## src/rtl/length_command_checksum_framer_unit_assert.svh

```systemverilog
// assertion macros shared by the framer rtl
// no dependencies; included by the modules that check their own logic
`ifndef LENGTH_COMMAND_CHECKSUM_FRAMER_UNIT_ASSERT_SVH
`define LENGTH_COMMAND_CHECKSUM_FRAMER_UNIT_ASSERT_SVH

// condition implies consequence in the same cycle
`define LCCF_ASSERT_SAME(label, clk, rst_n, cond, cons) \
	label: assert property (@(posedge clk) disable iff (!(rst_n)) (cond) |-> (cons)) \
		else $error("lccf assertion failed");

// condition implies consequence in the next cycle
`define LCCF_ASSERT_NEXT(label, clk, rst_n, cond, cons) \
	label: assert property (@(posedge clk) disable iff (!(rst_n)) (cond) |=> (cons)) \
		else $error("lccf assertion failed");

`endif

```

## src/rtl/lccf_pkg.sv

```systemverilog
// types and constants for the length/command/checksum framer
// no dependencies; used by the front end, queue, back end and top rtl files
`timescale 1ns / 1ps

package lccf_pkg;

	localparam int QUEUE_DEPTH = 4;
	localparam int JOB_BYTES = 4;
	localparam int IDX_W = 2;

	localparam logic [16:0] HDR_EXTRA = 17'd4;

	typedef enum logic [1:0] {
		ST_OK        = 2'd0,
		ST_BUSY      = 2'd1,
		ST_SIZE      = 2'd2,
		ST_IDLE_DATA = 2'd3
	} status_t;

	// one queued job: up to four bytes sent in order, same status on all
	typedef struct packed {
		logic [JOB_BYTES-1:0][7:0] bytes;
		logic [IDX_W-1:0]          last_idx;
		logic                      end_on_last;
		status_t                   status;
	} job_t;

endpackage

```

## src/rtl/lccf_if.sv

```systemverilog
// request channel interfaces for the framer input and output streams
// no dependencies
`timescale 1ns / 1ps

interface lccf_in_if;
	logic        valid;
	logic        ready;
	logic        start_req;
	logic [7:0]  command;
	logic [15:0] payload_len;
	logic [7:0]  data_byte;

	modport source(output valid, output start_req, output command, output payload_len,
		output data_byte, input ready);
	modport sink(input valid, input start_req, input command, input payload_len,
		input data_byte, output ready);
endinterface

interface lccf_out_if;
	logic       valid;
	logic       ready;
	logic [7:0] out_byte;
	logic       frame_end;
	logic [1:0] status;

	modport source(output valid, output out_byte, output frame_end, output status,
		input ready);
	modport sink(input valid, input out_byte, input frame_end, input status,
		output ready);
endinterface

```

## src/rtl/lccf_front.sv

```systemverilog
// front end: accepts input requests, tracks frame state, builds output jobs
// depends on lccf_pkg, lccf_if and the assertion macro header
`timescale 1ns / 1ps
`include "length_command_checksum_framer_unit_assert.svh"

module lccf_front (
	input  logic                clk,
	input  logic                arst_n,
	lccf_in_if.sink             in_chan,
	input  logic                full,
	output logic                push,
	output lccf_pkg::job_t      job
);

	logic        in_frame_q;
	logic [15:0] bytes_left_q;
	logic [7:0]  running_sum_q;

	logic        in_frame_d;
	logic [15:0] bytes_left_d;
	logic [7:0]  running_sum_d;

	logic [16:0] total;
	logic [7:0]  sum_data;
	logic [15:0] left_dec;
	logic        accept;

	assign in_chan.ready = !full;
	assign accept        = in_chan.valid && !full;
	assign push          = accept;

	assign total    = {1'b0, in_chan.payload_len} + lccf_pkg::HDR_EXTRA;
	assign sum_data = running_sum_q + in_chan.data_byte;
	assign left_dec = bytes_left_q - 16'd1;

	always_comb begin
		in_frame_d      = in_frame_q;
		bytes_left_d    = bytes_left_q;
		running_sum_d   = running_sum_q;
		job.bytes       = '0;
		job.last_idx    = '0;
		job.end_on_last = 1'b1;
		job.status      = lccf_pkg::ST_OK;
		if (in_chan.start_req) begin
			if (in_frame_q) begin
				job.status = lccf_pkg::ST_BUSY;
			end else if (total[16]) begin
				job.status = lccf_pkg::ST_SIZE;
			end else begin
				job.bytes[0] = total[15:8];
				job.bytes[1] = total[7:0];
				job.bytes[2] = in_chan.command;
				bytes_left_d = in_chan.payload_len;
				if (in_chan.payload_len == 16'd0) begin
					// empty payload: checksum closes the frame at once
					job.bytes[3]    = 8'd0 - total[7:0];
					job.last_idx    = lccf_pkg::IDX_W'(3);
					job.end_on_last = 1'b1;
					running_sum_d   = 8'd0;
				end else begin
					job.last_idx    = lccf_pkg::IDX_W'(2);
					job.end_on_last = 1'b0;
					in_frame_d      = 1'b1;
					running_sum_d   = total[7:0];
				end
			end
		end else if (!in_frame_q) begin
			job.status = lccf_pkg::ST_IDLE_DATA;
		end else begin
			job.bytes[0] = in_chan.data_byte;
			bytes_left_d = left_dec;
			if (left_dec == 16'd0) begin
				job.bytes[1]    = 8'd0 - sum_data;
				job.last_idx    = lccf_pkg::IDX_W'(1);
				job.end_on_last = 1'b1;
				in_frame_d      = 1'b0;
				running_sum_d   = 8'd0;
			end else begin
				job.end_on_last = 1'b0;
				running_sum_d   = sum_data;
			end
		end
	end

	always_ff @(posedge clk or negedge arst_n) begin
		if (!arst_n) begin
			in_frame_q    <= 1'b0;
			bytes_left_q  <= '0;
			running_sum_q <= '0;
		end else if (accept) begin
			in_frame_q    <= in_frame_d;
			bytes_left_q  <= bytes_left_d;
			running_sum_q <= running_sum_d;
		end
	end

	`LCCF_ASSERT_SAME(a_frame_has_bytes, clk, arst_n, 1'b1, in_frame_q == (bytes_left_q != 16'd0))
	`LCCF_ASSERT_SAME(a_idle_sum_clear, clk, arst_n, !in_frame_q, running_sum_q == 8'd0)

endmodule

```

## src/rtl/lccf_queue.sv

```systemverilog
// short job queue between the front end and the byte sequencer
// depends on lccf_pkg and the assertion macro header
`timescale 1ns / 1ps
`include "length_command_checksum_framer_unit_assert.svh"

module lccf_queue #(
	parameter int QueueDepth = lccf_pkg::QUEUE_DEPTH
) (
	input  logic                clk,
	input  logic                arst_n,
	input  logic                push,
	output logic                full,
	input  lccf_pkg::job_t      push_job,
	input  logic                pop,
	output logic                head_valid,
	output lccf_pkg::job_t      head
);

	localparam int PtrW = (QueueDepth > 1) ? $clog2(QueueDepth) : 1;
	localparam int CntW = $clog2(QueueDepth + 1);
	localparam logic [PtrW-1:0] LastPtr = PtrW'(QueueDepth - 1);
	localparam logic [CntW-1:0] FullCnt = CntW'(QueueDepth);

	lccf_pkg::job_t mem_q [QueueDepth];

	logic [PtrW-1:0] wr_ptr_q;
	logic [PtrW-1:0] rd_ptr_q;
	logic [CntW-1:0] count_q;
	logic            do_push;
	logic            do_pop;

	assign full       = (count_q == FullCnt);
	assign head_valid = (count_q != '0);
	assign head       = mem_q[rd_ptr_q];
	assign do_push    = push;
	assign do_pop     = pop && head_valid;

	always_ff @(posedge clk) begin
		if (do_push) begin
			mem_q[wr_ptr_q] <= push_job;
		end
	end

	always_ff @(posedge clk or negedge arst_n) begin
		if (!arst_n) begin
			wr_ptr_q <= '0;
			rd_ptr_q <= '0;
			count_q  <= '0;
		end else begin
			if (do_push) begin
				wr_ptr_q <= (wr_ptr_q == LastPtr) ? '0 : wr_ptr_q + PtrW'(1);
			end
			if (do_pop) begin
				rd_ptr_q <= (rd_ptr_q == LastPtr) ? '0 : rd_ptr_q + PtrW'(1);
			end
			if (do_push && !do_pop) begin
				count_q <= count_q + CntW'(1);
			end else if (do_pop && !do_push) begin
				count_q <= count_q - CntW'(1);
			end
		end
	end

	`LCCF_ASSERT_SAME(a_no_push_when_full, clk, arst_n, full, !do_push)
	`LCCF_ASSERT_SAME(a_count_bounded, clk, arst_n, 1'b1, count_q <= FullCnt)

endmodule

```

## src/rtl/lccf_back.sv

```systemverilog
// back end: walks the head job byte by byte into the output register
// depends on lccf_pkg, lccf_if and the assertion macro header
`timescale 1ns / 1ps
`include "length_command_checksum_framer_unit_assert.svh"

module lccf_back (
	input  logic           clk,
	input  logic           arst_n,
	input  logic           head_valid,
	input  lccf_pkg::job_t head,
	output logic           pop,
	lccf_out_if.source     out_chan
);

	logic [lccf_pkg::IDX_W-1:0] idx_q;
	logic                       out_valid_q;
	logic [7:0]                 out_byte_q;
	logic                       frame_end_q;
	logic [1:0]                 status_q;
	logic                       load;
	logic                       take;
	logic                       is_last;

	assign load    = !out_valid_q || out_chan.ready;
	assign take    = load && head_valid;
	assign is_last = (idx_q == head.last_idx);
	assign pop     = take && is_last;

	assign out_chan.valid     = out_valid_q;
	assign out_chan.out_byte  = out_byte_q;
	assign out_chan.frame_end = frame_end_q;
	assign out_chan.status    = status_q;

	always_ff @(posedge clk or negedge arst_n) begin
		if (!arst_n) begin
			idx_q       <= '0;
			out_valid_q <= 1'b0;
		end else if (load) begin
			out_valid_q <= head_valid;
			if (take) begin
				idx_q <= is_last ? '0 : idx_q + lccf_pkg::IDX_W'(1);
			end
		end
	end

	always_ff @(posedge clk) begin
		if (take) begin
			out_byte_q  <= head.bytes[idx_q];
			frame_end_q <= is_last && head.end_on_last;
			status_q    <= head.status;
		end
	end

	`LCCF_ASSERT_SAME(a_idx_within_job, clk, arst_n, idx_q != '0,
		head_valid && (idx_q <= head.last_idx))
	`LCCF_ASSERT_NEXT(a_take_shows_valid, clk, arst_n, take, out_valid_q)

endmodule

```

## src/rtl/length_command_checksum_framer_unit.sv

```systemverilog
// Length/command/checksum framer. A start request opens a frame and yields the
// 16-bit total length (payload plus 4, high byte first) and the command byte;
// each payload request passes its byte through, and the last one is followed by
// the checksum byte (two's complement of the low length byte plus all payload
// bytes). Error requests yield one zero byte with frame_end set and a status code.
// The front end accepts one request per cycle while its job queue (QueueDepth
// entries) has room; each request makes a job of one to four bytes, and the back
// end sends one byte per cycle while the output is ready, so a start request yields
// three or four output bytes. An accepted request is stored in the queue, and the
// back end then loads its first byte into the output register.
// depends on lccf_pkg, lccf_if, lccf_front, lccf_queue, lccf_back
`timescale 1ns / 1ps

module length_command_checksum_framer_unit #(
	parameter int QueueDepth = lccf_pkg::QUEUE_DEPTH
) (
	input  logic        clk,
	input  logic        arst_n,
	lccf_in_if.sink     in_chan,
	lccf_out_if.source  out_chan
);

	logic                push;
	logic                full;
	lccf_pkg::job_t      new_job;
	lccf_pkg::job_t      head_job;
	logic                head_valid;
	logic                pop;

	lccf_front u_front (
		.clk     (clk),
		.arst_n  (arst_n),
		.in_chan (in_chan),
		.full    (full),
		.push    (push),
		.job     (new_job)
	);

	lccf_queue #(
		.QueueDepth (QueueDepth)
	) u_queue (
		.clk         (clk),
		.arst_n      (arst_n),
		.push        (push),
		.full        (full),
		.push_job    (new_job),
		.pop         (pop),
		.head_valid  (head_valid),
		.head        (head_job)
	);

	lccf_back u_back (
		.clk        (clk),
		.arst_n     (arst_n),
		.head_valid (head_valid),
		.head       (head_job),
		.pop        (pop),
		.out_chan   (out_chan)
	);

endmodule

```

## src/flat_wrapper.sv

```systemverilog
// flat-port wrapper written by rule: the top's interface ports become plain ports
module length_command_checksum_framer_unit_flat 
#(
	parameter int QueueDepth = lccf_pkg::QUEUE_DEPTH
)
  (clk, arst_n, in_chan_valid, in_chan_start_req, in_chan_command, in_chan_payload_len, in_chan_data_byte, in_chan_ready, out_chan_valid, out_chan_out_byte, out_chan_frame_end, out_chan_status, out_chan_ready);
  lccf_in_if in_chan_i ();
  lccf_out_if out_chan_i ();
  input  logic clk;
  input  logic arst_n;
  input wire logic [$bits(in_chan_i.valid)-1:0] in_chan_valid;
  input wire logic [$bits(in_chan_i.start_req)-1:0] in_chan_start_req;
  input wire logic [$bits(in_chan_i.command)-1:0] in_chan_command;
  input wire logic [$bits(in_chan_i.payload_len)-1:0] in_chan_payload_len;
  input wire logic [$bits(in_chan_i.data_byte)-1:0] in_chan_data_byte;
  output wire logic [$bits(in_chan_i.ready)-1:0] in_chan_ready;
  output wire logic [$bits(out_chan_i.valid)-1:0] out_chan_valid;
  output wire logic [$bits(out_chan_i.out_byte)-1:0] out_chan_out_byte;
  output wire logic [$bits(out_chan_i.frame_end)-1:0] out_chan_frame_end;
  output wire logic [$bits(out_chan_i.status)-1:0] out_chan_status;
  input wire logic [$bits(out_chan_i.ready)-1:0] out_chan_ready;
  assign in_chan_i.valid = in_chan_valid;
  assign in_chan_i.start_req = in_chan_start_req;
  assign in_chan_i.command = in_chan_command;
  assign in_chan_i.payload_len = in_chan_payload_len;
  assign in_chan_i.data_byte = in_chan_data_byte;
  assign in_chan_ready = in_chan_i.ready;
  assign out_chan_valid = out_chan_i.valid;
  assign out_chan_out_byte = out_chan_i.out_byte;
  assign out_chan_frame_end = out_chan_i.frame_end;
  assign out_chan_status = out_chan_i.status;
  assign out_chan_i.ready = out_chan_ready;
  length_command_checksum_framer_unit #(.QueueDepth(QueueDepth)) u_core (.clk(clk), .arst_n(arst_n), .in_chan(in_chan_i), .out_chan(out_chan_i));
endmodule
```

## config.mk

```make
export PLATFORM = sky130hd
export DESIGN_NAME = length_command_checksum_framer_unit_flat
export DESIGN_NICKNAME = d
export VERILOG_FILES = /design/src/rtl/lccf_pkg.sv /design/src/rtl/lccf_if.sv /design/src/rtl/lccf_front.sv /design/src/rtl/lccf_queue.sv /design/src/rtl/lccf_back.sv /design/src/rtl/length_command_checksum_framer_unit.sv /design/src/flat_wrapper.sv
export VERILOG_INCLUDE_DIRS = /design/src /design/src/rtl
export SDC_FILE = /design/constraint.sdc
export NUM_CORES = 1
export LEC_CHECK = 0
export CAP_MARGIN = 15
export CORE_UTILIZATION = 42
export CTS_CLUSTER_SIZE = 8
export DETAILED_ROUTE_END_ITERATION = 10
export DONT_BUFFER_PORTS = 1
export PLACE_DENSITY_LB_ADDON = 0.25
export SKIP_LAST_GASP = 1
export SLEW_MARGIN = 20
export SYNTH_ARGS = -nofsm -noshare
export SYNTH_HDL_FRONTEND = slang
export SYNTH_SLANG_ARGS = --single-unit
```

## constraint.sdc

```tcl
create_clock -name clk -period 5.1 [get_ports clk]
set_clock_uncertainty 0.05 [all_clocks]
set_input_delay 0.255 -clock clk [delete_from_list [all_inputs] [get_ports clk]]
set_output_delay 0.255 -clock clk [all_outputs]
set_load 0.02 [all_outputs]
```

Yosys cells after proc, flatten, opt, wreduce, memory -nomap -nowiden
Memories as Yosys holds them, arrays and structs flattened.
Index checks and enable logic that the tools add are counted.
Operators by class
  mux-type cells: 38
  multipliers: 0
  reduce and logical (&&, ||, !) cells: 19
  bitwise gates (word level): 0
  divide/modulo/power cells: 0
  add/subtract/negate cells: 10
  shift-type cells: 0
  order comparisons: 1
  eq/ne operators: 6
Operators by type and width (number)
  $mux W16: 5
  $mux W8: 9
  $mux W35: 2
  $logic_not A16 Y1: 2
  $mux W21: 1
  $mux W19: 1
  $add A16 B3 Y17 const B: 1
  $bmux W8 S2: 1
  $sub A1 B8 Y8 const A: 2
  $sub A16 B1 Y16 const B: 1
  $mux W2: 7
  $mux W1: 10
  $add A8 B8 Y8: 1
  $logic_and A1 B1 Y1: 7
  $add A2 B1 Y2 const B: 3
  $mux W3: 2
  $eq A2 B2 Y1 const B: 2
  $logic_not A1 Y1: 4
  $ne A2 B2 Y1 const B: 2
  $reduce_and A4 Y1: 1
  $reduce_bool A2 Y1: 2
  $add A3 B1 Y3 const B: 1
  $eq A3 B3 Y1 const B: 1
  $lt A2 B3 Y1 const B: 1
  5 further kinds: 5
Storage, ports and cells
  bits in latches: 0
  bits in read-only memories: 0
  RAM bits: 148
  word-level logic and storage cells: 86
  memories kept: 1
  bits in registers: 46
Memories
  u_core.u_queue.mem_q: depth 4, width 37, read ports 1, clocked after Yosys merged registers in 0, write ports 1, RTL line lccf_queue.sv:24  | lccf_pkg::job_t mem_q [QueueDepth];

Depth between registers and ports, before layout
  depth in word-level cells: 8
  mapped depth: 11

Cells and area by module
A second synthesis with hierarchy kept.
Second synthesis, totals
  cell total of the unflattened synthesis: 646
  area total of the unflattened synthesis: 9410.3 um^2
Modules (own cells, without submodules)
  lccf_queue: instances 1, cells an instance 230, area each 5751.8 um^2, seq. area each 4619.4 um^2
  lccf_front: instances 1, cells an instance 376, area each 2937.8 um^2, seq. area each 625.6 um^2
  lccf_back: instances 1, cells an instance 40, area each 720.7 um^2, seq. area each 405.4 um^2

Worst setup path after synthesis
OpenSTA, ideal clock, no wires.
  path kind: register to register
  from: reg u_core.u_front.bytes_left_q[2]
  to: mem u_core.u_queue.mem_q[0][2] in the netlist's numbering, data pin
  cell stages (with the launch flop): 9
  period minus slack after synthesis: 2752 ps
  setup slack: 2348 ps
  arrival time: 2435 ps
  path through: dfrtp_1 > or4_4 > buf_6 > or4_4 > o21bai_4 > a2111oi_4 > or2_1 > buf_6 > mux2_2
RTL lines
  start: declaration: RTL line lccf_front.sv:16  | logic [15:0] bytes_left_q;
  start signal: assignment: RTL line lccf_front.sv:92  | bytes_left_q <= bytes_left_d;
  end: declaration: RTL line lccf_queue.sv:24

==> summary.txt <==
Clocking
  – Root Buffer: clkbuf_16
  – Reg clk slew, reported paths: 0.07 ns
  – CTS Buf Count: 17
  – Post-CTS Repair Setup Buffers: 0
  – Post_cts resized: 0
  – # H-tree levels: 4
  – CTS max path bufs: 2
  – Clock sink count: 194
  – Clk_lat worst skew: 0.44 ns
  – CTS tree: yes
  – CTS Hold Bufs: 19

Yosys
  – Synth top area cells: edfxtp_1 (52%), mux4_2 (11%), dfrtp_1 (9.6%), ha_1 (2.9%), nand2_1 (1.9%)
  – Portion of netlist area occupied by mux cells: 11.8%
  – Mean post-synth cell area: 14.6 µm²
  – Synth Register Bits: 194
  – Combinational family with the most area after synthesis: multiplexers
  – Post-Syn Area: 9140 µm²
  – Count leader, synth: edfxtp_1
  – Simple-gate area share of the yosys netlist: 10.3%
  – Synth Net Count: 687
  – Post-synthesis async set-or-reset flop share: 18.0%
  – Adder-Cell Fraction of Synth Area: 3.31%
  – XOR/XNOR share of the synthesized area: 2.78%
  – Area share of the largest cell type after synthesis: 52.2%
  – Synth Instances: 627
  – Post-synth top flop: edfxtp_1
  – Sequential element share of the synthesized area: 61.8%
  – Compound-Gate Fraction of Synth Area: 7.71%
  – Post-synth EDFFs: 159
  – Post-synth top area cell: edfxtp_1
  – Synth cell count leaders: edfxtp_1 (159), nand2_1 (46), mux4_2 (45), dfrtp_1 (35), o21ai_0 (28)
  – Synth unique cells: 62
  – Synthesis Warnings: 0

Place
  – Pre-CTS setup slack: 1.58 ns
  – Placed insts: 878
  – Port Buf Inserts: 0
  – Post-DP HPWL: 13900 µm
  – RD Place Congestion: 0.930
  – Placed Area: 9400 µm²

Detailed routing
  – Final WL: 20900 µm
  – Post-route DRC: 0
  – Routed len/inst: 22.5 µm
  – Via count: 5517
  – Post-route ant nets: 0
  – Drt pass-1 iters: 5
  – Vias per cell: 5.94
  – DRT iter0 DRCs: 428

Pwr
  – Lkg Pwr: 3.53 nW
  – Maximum vdd drop: 0.271 mV
  – Power per cell area: 539 nW/µm²

Timing
  – Final min period: 3.59 ns
  – Final hold violation count: 0
  – Final setup margin: 1.51 ns
  – Worst slew pin tran: 1.04 ns
  – Worst slew margin: 30.8%
  – Hold Worst Slack: 0.0187 ns
  – Fin crit share: 70.5%
  – Setup-failing EPs final: 0
  – Highest Clock Rate: 0.278 GHz
  – RSZ-0062 raised after global routing: false
  – Setup TNS Final: 0 ns
  – Max-slew violations: 0

Final layout
  – Area growth, synth to finish: 11.3%
  – Non-Filler Instances: 929
  – Design Area, Final: 10200 µm²
  – Layout cells sized above 1: 15.9%
  – Final nets: 701
  – Fill count: 1795
  – Ant. Diodes: 0

Min path
  – Worst hold path class: in -> reg

Setup path
  – Critical path destination: u_core.u_queue.mem_q[0][16]
  – Critical path startpoint category: register
  – CP max FO: 8
  – Crit path largest cell delay: 0.72 ns
  – CP endpoint kind: register
  – CP Launch Point: u_core.u_front.bytes_left_q[0]
  – Critical R2R Capture: u_core.u_queue.mem_q[0][16]
  – Crit path max-delay family: simple AND/OR/NAND/NOR gates
  – Worst Path Required: 5.24 ns
  – Levels on crit path: 8
  – Critical path's slowest cell: nor3b_1
  – R2R depth: 8
  – Worst R2R Setup Slack: 1.51 ns
  – Reg2reg start: u_core.u_front.bytes_left_q[0]
  – Crit path cell chain: inv_1, ha_1, nor3b_1, nand4_1, xnor2_1, a2111oi_4, nand2_1, o21ai_0
  – Worst Path Buf+Inv: 1
  – CP Class: reg -> reg
  – Critical path data arrival time: 3.73 ns

Floorplanning
  – Core area: 21200 µm²
  – Die height: 150 µm
  – Cell Rows: 53
  – IO Pins: 50
  – Initial Utilization: 43.2%
  – Die area: 22400 µm²
  – Horiz. Die Dim: 150 µm

Global routing
  – Overflow after GRT: 0
  – Vias in the first global route: 5719
  – Largest net degree at the start of global routing: 38
  – First-pass GRT wire length: 32900 µm
  – GR Util All Layers: 20.0%
  – Initial antenna violation count: 0

Outcome
  – Status: complete, no violations

Run
  – Max-cap violation count: 0
==> stage by stage <==
stage / util, % / total power (W)
6_report: 48.1 / 0.00548
5_1_grt: 48.1 / 0.00579
4_1_cts: 48.1 / 0.00553
3_5_place_dp: 44.4 / 0.00424
3_3_place_gp: 44.4 / 0.00420
2_1_floorplan: - / 0.00376
==> worst register-to-register path: stages, from the launching register on <==
cell and delay (ns):
dfrtp_1 0.42, inv_1 0.10, ha_1 0.20, nor3b_1 0.72, nand4_1 0.21, xnor2_1 0.22, a2111oi_4 0.62, nand2_1 0.33
o21ai_0 0.47
==> cells by family after synthesis <==
logic type / count (synthesis)
flip-flops: 194
AND/OR/NAND/NOR: 178
AO/OA/AOI/OAI: 101
buffers and inverters: 51
multiplexers: 51
XOR/XNOR: 29
adder cells (fa/ha/maj): 23
==> layout make-up <==
| type | count | area [µm²] | area share (%) |
|---|---|---|---|
| clock buffers | 17 | 425 | 4.18 |
| clock inverters | 15 | 144 | 1.42 |
| inverters | 23 | 86.3 | 0.849 |
| multi-input cells | 382 | 3290 | 32.3 |
| flip-flops and latches | 194 | 5650 | 55.6 |
| well taps | 275 | 344 | 3.38 |
| repair buffers | 23 | 230 | 2.26 |
==> layout by cell type (no fill, tap or decap), types with 5 or more instances in the layout <==
cell type      instances
dlygate4sd3_1         18
nor3_1                11
xnor2_1               16
nand4_1               14
xor2_1                13
o22ai_1               10
mux4_2                45
clkbuf_16             17
inv_1                 22
nand3_1               17
ha_1                  21
nor2_1                27
edfxtp_1             159
o21ai_0               28
nand2_1               46
a21oi_1               18
and2_1                11
nor4_1                 9
dfrtp_1               34
o211ai_1               5
and3_1                 8
==> worst min path at each step <==
stage,start,endpoint,slack (ns),cells after the start
floorplan,arst_n,u_core.u_back.idx_q[0],-0.09,0
global placement,arst_n,u_core.u_front.bytes_left_q[9],-0.09,0
detailed placement,arst_n,u_core.u_front.bytes_left_q[9],-0.09,0
CTS,in_chan_start_req,u_core.u_front.bytes_left_q[1],0.004,3
global route,in_chan_payload_len[0],u_core.u_front.bytes_left_q[0],0.005,2
finish,in_chan_payload_len[0],u_core.u_front.bytes_left_q[0],0.02,2
==> routing by layer <==
metal  vias up  global-route usage [%]  share of wire, %  wire (µm)
met1      2837                    26.6                45       9490
met5         -                       0                 0          0
li1       2490                       -                 -          -
met2       165                    32.7                48       9970
met3        25                    4.42               5.6       1170
met4         0                    6.33               1.4        296
==> state kept, by name, summed over array words and instances, names as in the netlist, 2 cells and up <==
signal / flops
u_core.u_back.idx_q: 2
u_core.u_queue.mem_q: 148
u_core.u_front.running_sum_q: 8
u_core.u_queue.wr_ptr_q: 2
u_core.u_front.bytes_left_q: 16
u_core.u_back.out_chan.out_byte: 8
u_core.u_queue.count_q: 3
u_core.u_back.out_chan.status: 2
u_core.u_queue.rd_ptr_q: 2
==> where the power goes <==
part	internal [W]	total (W)	switching (W)
combinational	0.000816	0.00172	0.000904
clock	0.000647	0.00127	0.000627
sequential	0.00216	0.00249	0.000330
total	0.00362	0.00548	0.00186
No activity file was read; power rests on OpenSTA's default activity.
